`src/hdl/avs_pkg.sv`:
```
// ----------------------------------------------------------------------------
// avs_pkg: shared types and constants of the ascending value sorter
// Capacity default, controller states and the links between sorter cells.
// ----------------------------------------------------------------------------
package avs_pkg;

   localparam int DEPTH_DEFAULT = 64;
   localparam int VALUE_W       = 32;

   typedef enum logic {
      ST_FILL  = 1'b0,
      ST_DRAIN = 1'b1
   } state_type;

   // what one cell shows its neighbors
   typedef struct packed {
      logic                       valid;
      logic                       lt;      // new value goes in front of this entry
      logic signed [VALUE_W-1:0]  value;
   } cell_link_type;

   // command broadcast to every cell
   typedef struct packed {
      logic insert;
      logic shift;
   } cell_cmd_type;

endpackage

```
`src/hdl/avs_cell.sv`:
```
// ----------------------------------------------------------------------------
// avs_cell: one entry of the insertion sorter chain
// Holds one value; on insert takes its left neighbor's entry, the new value,
// or keeps its own; on shift takes its right neighbor's entry.
// ----------------------------------------------------------------------------
module avs_cell (
   input  logic                                 clock,
   input  logic                                 reset,
   input  avs_pkg::cell_cmd_type                cmd,
   input  logic signed [avs_pkg::VALUE_W-1:0]   new_value,
   input  avs_pkg::cell_link_type               left,
   input  avs_pkg::cell_link_type               right,
   output avs_pkg::cell_link_type               link_out
);

   logic                                 valid_ff, valid_in;
   logic signed [avs_pkg::VALUE_W-1:0]   value_ff, value_in;
   logic                                 lt;

   assign lt = !valid_ff || (new_value < value_ff);

   always_comb begin
      valid_in = valid_ff;
      value_in = value_ff;
      if (cmd.shift) begin
         valid_in = right.valid;
         value_in = right.value;
      end else if (cmd.insert) begin
         if (left.lt) begin
            valid_in = left.valid;
            value_in = left.value;
         end else if (lt) begin
            valid_in = 1'b1;
            value_in = new_value;
         end
      end
   end

   always_ff @(posedge clock) begin
      if (reset) begin
         valid_ff <= 1'b0;
      end else begin
         valid_ff <= valid_in;
      end
   end

   always_ff @(posedge clock) begin
      value_ff <= value_in;
   end

   assign link_out = '{valid: valid_ff, lt: lt, value: value_ff};

endmodule

```
`config.mk`:
```
export PLATFORM = sky130hd
export DESIGN_NAME = avs_cell
export DESIGN_NICKNAME = d
export VERILOG_FILES = /design/src/hdl/avs_pkg.sv /design/src/hdl/avs_cell.sv
export SDC_FILE = /design/constraint.sdc
export NUM_CORES = 1
export LEC_CHECK = 0
export BUFFER_PORTS_ARGS = -buffer_cell sky130_fd_sc_hd__buf_2
export CORE_MARGIN = 2
export CORE_UTILIZATION = 50
export CTS_BUF_LIST = sky130_fd_sc_hd__clkbuf_8
export CTS_CLUSTER_SIZE = 25
export DETAILED_ROUTE_END_ITERATION = 12
export PLACE_DENSITY = 0.95
export SLEW_MARGIN = 20
export SYNTH_ARGS = -nofsm -noshare
export SYNTH_HDL_FRONTEND = slang
export SYNTH_SLANG_ARGS = --single-unit
```
`constraint.sdc`:
```
create_clock -name clock -period 9.3 [get_ports clock]
set_input_delay 2.79 -clock clock [delete_from_list [all_inputs] [get_ports clock]]
set_output_delay 2.79 -clock clock [all_outputs]
set_load 0.02 [all_outputs]
```
==> qor.csv, run 1 <==
metric;value;unit
synth_top_cell_by_area;edfxtp_1;
grt_pass1_wl;10.3;mm
postCtsSetupBuffers;0;
fin_nets;536;
detail-route-antenna-nets;0;
synth-edff-count;32;
internal_power;293;µW
status;complete, no violations;
crit_required;6510;ps
holdWs;688;ps
drv_cap;0;
htree_levels;2;
post_cts_resized;0;
root_buffer;clkbuf_8;
switchingPower;144;µW
fin_area;3320;µm²
clkSinkCount;33;
start_util;0.523;
die_area;5590;µm²
grt_max_degree;69;
hp-start;valid_ff;
routed_via_density;5.21;
p_clk_frac;0.234;
dp_hpwl;5.41;mm
place_area;3210;µm²
crit_fanout;3;
slew_headroom;0.318;
ys_seq_elements;33;
endpoint_kind;output pin;
drive_gt1_frac;0.373;
p_seq_frac;0.435;
maxSlewViolCount;0;
area_growth;32.7;%
p_comb_frac;0.331;
ys_warn_count;0;
synth_cell_type_count;26;
syn-instance-count;270;
clk_latency;280;ps
fp.dieW;74.8;µm
dr_total_vias;2445;
setup_violations;0;
total_power;438;µW
core_area;4790;µm²
cts_tree;built;
chipHeight;74.8;µm
rr_worst_depth;8;
synth.top_cell.area_share;0.384;
yosysSeqAreaShare;0.392;
clk_pin_slew;70;ps
rsz0062_at_grt;false;
r2r-end;value_ff[2];
hp-class;reg2reg;
dr.first_iter.drc_count;103;
finalHoldViolCount;0;
ys_async_sr_fraction;0;
r2r-start;value_ff[1];
whs_path_depth;4;
grt-ovfl-total;0;
layout_commonest_cell;buf_2;
max-vdd-ir-drop;98.4;µV
ctsHoldBuffers;0;
numCtsBuffers;5;
fmax;0.142;GHz
layout_common_cells;136 x buf_2, 43 x nand2_1, 39 x o21ai_0;
finalSetupTns;0;ps
power.leakage;0.00174;µW
antennaDiodeCount;0;
crit_path_start_kind;input port;
crit_type;in2out;
r2r_slack;6860;ps
syn_area;2500;µm²
row_count;25;
syn_avg_cell_area;9.28;µm²
clock_path_buffers;2;
syn_nets;405;
p_sw_frac;0.329;
fin_skew;7.33;ps
period_share;0.759;
worstPathArrival;4260;ps
port_buffers;136;
tightest_slew;1020;ps
grt_pass1_vias;2457;
finalWirelength;6.78;mm
grt_antenna_before_repair;0;
min_to;valid_ff;
p_per_area;132;nW/µm²
synth_area_leaders;edfxtp_1 38%, ha_1 15%, mux2i_1 13%, o21ai_0 7.8%, nand2_1 6.4%;
post-route-drc-count;0;
period_needed;7050;ps
gr-usage-all-layers;0.240;
wl_per_cell;14.5;µm
fillers;384;
ios;138;
gp_congestion;0.763;
ys.flop_type;edfxtp_1;
first_pass_iters;4;
==> critical path, stage by stage <==
cell	delay (ps)
buf_2	100
ha_1	330
o21ai_0	110
a22oi_1	190
a21oi_1	100
o21ai_0	350
nand3b_1	120
buf_2	180
==> kinds of logic (layout without fill, tap and decap cells) <==
| logic type | Yosys count | after routing | share of synthesized area |
|---|---|---|---|
| compound gates | 68 | 68 | 0.148 |
| fa+ha+maj | 31 | 31 | 0.155 |
| simple gates | 59 | 59 | 0.0984 |
| flops | 33 | 33 | 0.392 |
| buf+inv | 47 | 179 | 0.0789 |
| mux | 32 | 32 | 0.128 |
==> layer usage <==
metal | global-route usage | wire length, µm
met1 | 0.254 | 2580
met2 | 0.465 | 3660
met3 | 0.0388 | 401
met4 | 0.101 | 138
met5 | 0 | 0
==> how the worst max path moves through the flow <==
stage	start	to	slack [ps]
CTS	new_value[19]	link_out[32]	2220
floorplan	new_value[15]	link_out[32]	2610
global placement	new_value[15]	link_out[32]	2240
detailed placement	new_value[19]	link_out[32]	2220
global route	new_value[19]	link_out[32]	2130
finish	new_value[19]	link_out[32]	2250
==> stage by stage <==
| stage | instances | worst slack [ps] | utilization |
|---|---|---|---|
| finish | 469 | 2250 | 0.695 |
| global route | 469 | 2130 | 0.695 |
| CTS | 468 | 2220 | 0.689 |
| detailed placement | 460 | 2220 | 0.672 |
| global placement | 460 | 2240 | 0.672 |
| floorplan | 270 | 2610 | - |
==> power by group through the flow <==
stage,Sequential [µW],Combinational [µW],Clock [µW]
after detailed placement,194,143,0
after global placement,192,135,0
after floorplan,212,67.4,0
after CTS,190,144,106
after global routing,192,162,113
final,190,145,103
==> synthesized netlist by cell type (2+ instances only) <==
cell type and number:
buf_4 5, o21ai_1 4, o211ai_1 2, a21oi_2 2
nand2_1 43, o21ai_0 39, clkbuf_1 6, a21oi_1 15
nor2_1 9, inv_1 34, mux2i_1 32, ha_1 31
edfxtp_1 32, a22oi_1 2, buf_2 2, nor3_1 2
==> area by class of cell <==
class	instances	area (µm²)	share of cell area
repair buffers	137	708	0.213
clock inverters	3	13.8	0.00414
flip-flops and latches	33	981	0.295
clock buffers	5	68.8	0.0207
well taps	67	83.8	0.0252
multi-input cells	190	1340	0.403
inverters	34	128	0.0384
==> registers in the layout, indices dropped and copies added, names as in the netlist <==
register / count
valid_ff: 1
value_ff: 32
(Power assumes the default switching activity.)
==> run 2: changes to the inputs <==
CORE_UTILIZATION = 46   (was 50)
PLACE_DENSITY = 0.88   (was 0.95)
clock period = 6.8 ns   (was 9.3 ns; I/O delays follow)
==> qor.csv, run 2 (synthesized netlist as in run 1, its figures left out) <==
metric;value;unit
whs_path_depth;4;
r2r-end;value_ff[11];
finalHoldViolCount;0;
gp_congestion;0.746;
worstPathArrival;3530;ps
dr_total_vias;2350;
numCtsBuffers;5;
gr-usage-all-layers;0.209;
core_area;5170;µm²
rsz0062_at_grt;false;
reg.largest.list;value_ff x32, valid_ff x1;
drv_cap;0;
cts_tree;built;
first_pass_iters;4;
wl_per_cell;13.4;µm
r2r_slack;4260;ps
postCtsSetupBuffers;0;
clkSinkCount;33;
fin_skew;7.37;ps
grt_pass1_vias;2320;
grt_pass1_wl;10.1;mm
holdWs;726;ps
fillers;423;
ios;138;
area_growth;32.7;%
rr_worst_depth;8;
status;complete, no violations;
antennaDiodeCount;0;
critical-path-top-delay-family;compound AO/OA/AOI/OAI gates;
layout_commonest_cell;buf_2;
grt-ovfl-total;0;
crit_path_start_kind;input port;
root_buffer;clkbuf_8;
grt_max_degree;69;
slew_headroom;0.328;
largest-register;value_ff;
crit_chain;buf_2 > ha_1 > a21oi_1 > o21ai_0 > a21oi_1 > o21ai_0 > nand3b_1 > buf_2;
chipHeight;77.8;µm
crit_required;4760;ps
power.leakage;0.00174;µW
setup_ws;1230;ps
fin_util;0.643;
row_count;26;
fin_nets;536;
hp-class;reg2reg;
crit_type;in2out;
detail-route-antenna-nets;0;
post-place-ws;1210;ps
endpoint_kind;output pin;
routed_via_density;4.99;
clock_path_buffers;2;
htree_levels;2;
cp_slowest_cell;o21ai_0;
min_to;valid_ff;
tightest_slew;1010;ps
finalSetupTns;0;ps
layout_common_cells;135 x buf_2, 43 x nand2_1, 39 x o21ai_0;
crit_buf_inv;2;
max-vdd-ir-drop;128;µV
start_util;0.484;
r2r-start;value_ff[1];
dp_hpwl;4.97;mm
period_needed;5570;ps
fmax;0.179;GHz
maxSlewViolCount;0;
die_area;6050;µm²
period_share;0.819;
port_buffers;136;
hp-start;valid_ff;
crit_fanout;2;
fp.dieW;77.8;µm
post_cts_resized;0;
drive_gt1_frac;0.369;
p_per_area;178;nW/µm²
clk_pin_slew;70;ps
ctsHoldBuffers;0;
setup_violations;0;
post-route-drc-count;0;
dr.first_iter.drc_count;139;
largest_reg_flops;32;
max_stage_delay;360;ps
finalWirelength;6.31;mm
grt_antenna_before_repair;0;
clk_latency;280;ps
[run 2: cell count changes in the layout (fill, tap and decap cells not counted)]
cell,before,now
buf_2,136,135
buf_4,0,1
clkinv_2,2,0
clkinv_1,0,1
[run 2: how the worst max path moves through the flow]
stage | start | to | slack [ps] | cells after the start
after floorplan | new_value[15] | link_out[32] | 1610 | 7
after global placement | new_value[15] | link_out[32] | 1240 | 8
after detailed placement | new_value[21] | link_out[32] | 1210 | 8
after CTS | new_value[21] | link_out[32] | 1210 | 8
after global routing | new_value[21] | link_out[32] | 1120 | 8
final | new_value[21] | link_out[32] | 1230 | 8
[run 2: tightest hold or removal path, stage by stage, from the launching register on]
cell	delay, ps
dfxtp_1	370
o22ai_1	110
nor2_1	90
a21oi_1	50
nor2_1	70
[run 2: layer usage]
layer | routed length (µm) | track usage | vias to the layer above
li1 | - | - | 1211
met3 | 447 | 0.0488 | 4
met5 | 0 | 0 | -
met2 | 3300 | 0.387 | 93
met1 | 2540 | 0.245 | 1042
met4 | 31 | 0.0375 | 0
[run 2: area by class of cell]
type / count / area, µm² / area share
Inverter: 34 / 128 / 0.0384
Sequential cell: 33 / 981 / 0.295
Multi-Input combinational cell: 190 / 1340 / 0.403
Clock buffer: 5 / 68.8 / 0.0207
Clock inverter: 2 / 7.51 / 0.00226
Timing Repair Buffer: 137 / 711 / 0.214
Tap cell: 70 / 87.6 / 0.0263
[run 2: through the flow]
step	area (µm²)	instances	total power [µW]
2_1_floorplan	2500	270	383
3_3_place_gp	3220	463	449
3_5_place_dp	3220	463	458
4_1_cts	3290	470	596
5_1_grt	3320	471	634
6_report	3320	471	592
[run 2: report_power, final]
group / total, µW / switching, µW / internal (µW)
clock: 137 / 69.4 / 67.5
combinational: 195 / 113 / 81.8
sequential: 260 / 10.1 / 250
total: 592 / 193 / 399
==> run 3: changes to the inputs <==
ABC_AREA = 1   (was not set)
CORE_UTILIZATION = 47   (was 46)
PLACE_DENSITY = 0.89   (was 0.88)
clock period = 5.65 ns   (was 6.8 ns; I/O delays follow)
==> qor.csv, run 3 <==
metric;value;unit
synthTopCellsByCount;97 x nand2_1, 67 x nand3_1, 45 x inv_1;
period_needed;4870;ps
whs_path_depth;4;
area_growth;30.7;%
chipHeight;78.0;µm
ys.flop_type;edfxtp_1;
synth_area_leaders;edfxtp_1 37%, ha_1 15%, nand2_1 14%, nand3_1 13%, inv_1 6.6%;
fin_skew;4.27;ps
instances_no_fill;531;
reg.largest.list;value_ff x32, valid_ff x1;
htree_levels;2;
fin_util;0.647;
post-route-drc-count;0;
layout_commonest_cell;buf_2;
switchingPower;248;µW
crit_top_cell;nand2_1;
rr_worst_depth;14;
dr.first_iter.drc_count;115;
grt_antenna_before_repair;0;
power.leakage;0.00185;µW
port_buffers;136;
crit_type;in2out;
ys_async_sr_fraction;0;
fin_area;3370;µm²
dp_hpwl;5.27;mm
hp-class;reg2reg;
routed_via_density;5.03;
synth_top_cell_by_area;edfxtp_1;
grt-ovfl-total;0;
gr-usage-all-layers;0.231;
layout_common_cells;136 x buf_2, 97 x nand2_1, 67 x nand3_1;
p_clk_frac;0.223;
synth_cell_type_count;27;
max_stage_delay;320;ps
syn_avg_cell_area;7.76;µm²
grt_max_degree;36;
place_inst;524;
fmax;0.205;GHz
post_cts_resized;0;
yosysSeqAreaShare;0.381;
fp.dieW;78.0;µm
gp_congestion;0.810;
fillers;443;
maxSlewViolCount;0;
p_sw_frac;0.339;
total_power;732;µW
largest-register;value_ff;
ctsHoldBuffers;0;
p_comb_frac;0.346;
ios;138;
drive_gt1_frac;0.347;
status;complete, no violations;
row_count;26;
synth.most_common_cell;nand2_1;
die_area;6090;µm²
internal_power;484;µW
syn_area;2580;µm²
ys_warn_count;0;
ys_seq_elements;33;
first_pass_iters;4;
fin_nets;596;
core_area;5200;µm²
cts_tree;built;
rsz0062_at_grt;false;
slew_headroom;0.474;
period_share;0.863;
numCtsBuffers;5;
crit_fanout;2;
setup_violations;0;
grt_pass1_wl;11.3;mm
root_buffer;clkbuf_8;
largest_reg_flops;32;
finalWirelength;6.89;mm
worstPathArrival;3180;ps
start_util;0.495;
syn-instance-count;332;
finalHoldViolCount;0;
crit_required;3950;ps
postCtsSetupBuffers;0;
finalSetupTns;0;ps
dr_total_vias;2671;
p_seq_frac;0.430;
synth-edff-count;32;
crit_path_start_kind;input port;
synth.top_cell.area_share;0.373;
antennaDiodeCount;0;
drv_cap;0;
clk_latency;270;ps
place_area;3290;µm²
clkSinkCount;33;
grt_pass1_vias;2670;
endpoint_kind;output pin;
syn_nets;467;
wl_per_cell;13.0;µm
clk_pin_slew;70;ps
detail-route-antenna-nets;0;
clock_path_buffers;2;
max-vdd-ir-drop;109;µV
crit_chain;buf_2 > ha_1 > a21oi_2 > nor2_1 > nor3_2 > nand2_1 > nand2_1 > nand2_1 > nand2_2 > nand2_2 > xor2_1 > nand2_1 > buf_2;
p_per_area;217;nW/µm²
tightest_slew;787;ps
cp_slowest_cell;ha_1;
[run 3: routing by layer]
layer | vias up | wire (µm) | global-route usage
met1 | 1211 | 2700 | 0.249
li1 | 1352 | - | -
met3 | 12 | 384 | 0.0460
met4 | 0 | 116 | 0.0596
met2 | 96 | 3690 | 0.454
met5 | - | 0 | 0
[run 3: power by group through the flow]
stage                     registers (µW)  logic [µW]  clock network, µW
after floorplan                      354         127                  0
after global placement               319         244                  0
after detailed placement             320         254                  0
after CTS                            315         256                169
after global routing                 318         286                179
final                                315         254                163
[run 3: final timing paths]
check                       to    startpoint  slack [ps]
hold reg to reg       valid_ff      valid_ff         630
hold / removal        valid_ff      valid_ff         630
setup / recovery  link_out[32]  new_value[5]         780
setup reg to reg  value_ff[30]   value_ff[5]        2990
[run 3: metrics by stage]
step                hold WS, ps  worst slack (ps)
finish                      632               777
global route                672               634
CTS                         634               769
detailed placement          622               777
global placement            613               837
floorplan                   581              1090
[run 3: worst max-delay path, delay by kind of cell]
family | cells | cell delay (ps)
buffers and inverters | 2 | 270
AO/OA/AOI/OAI | 1 | 140
AND/OR/NAND/NOR | 8 | 590
adder cells (fa/ha/maj) | 1 | 320
XOR/XNOR | 1 | 160
[run 3: area by class of cell]
cell class / instances / area, µm² / area share
Tap cell: 70 / 87.6 / 0.0260
Inverter: 46 / 173 / 0.0513
Clock buffer: 5 / 68.8 / 0.0204
Sequential cell: 33 / 981 / 0.291
Timing Repair Buffer: 138 / 696 / 0.207
Clock inverter: 2 / 7.51 / 0.00223
Multi-Input combinational cell: 237 / 1350 / 0.402
[run 3: kinds of logic after synthesis]
family          Yosys count  share of synthesized area
compound gates           19                     0.0447
xor+xnor                  1                    0.00340
flops                    33                      0.381
simple gates            186                      0.327
buf+inv                  62                     0.0937
fa+ha+maj                31                      0.151
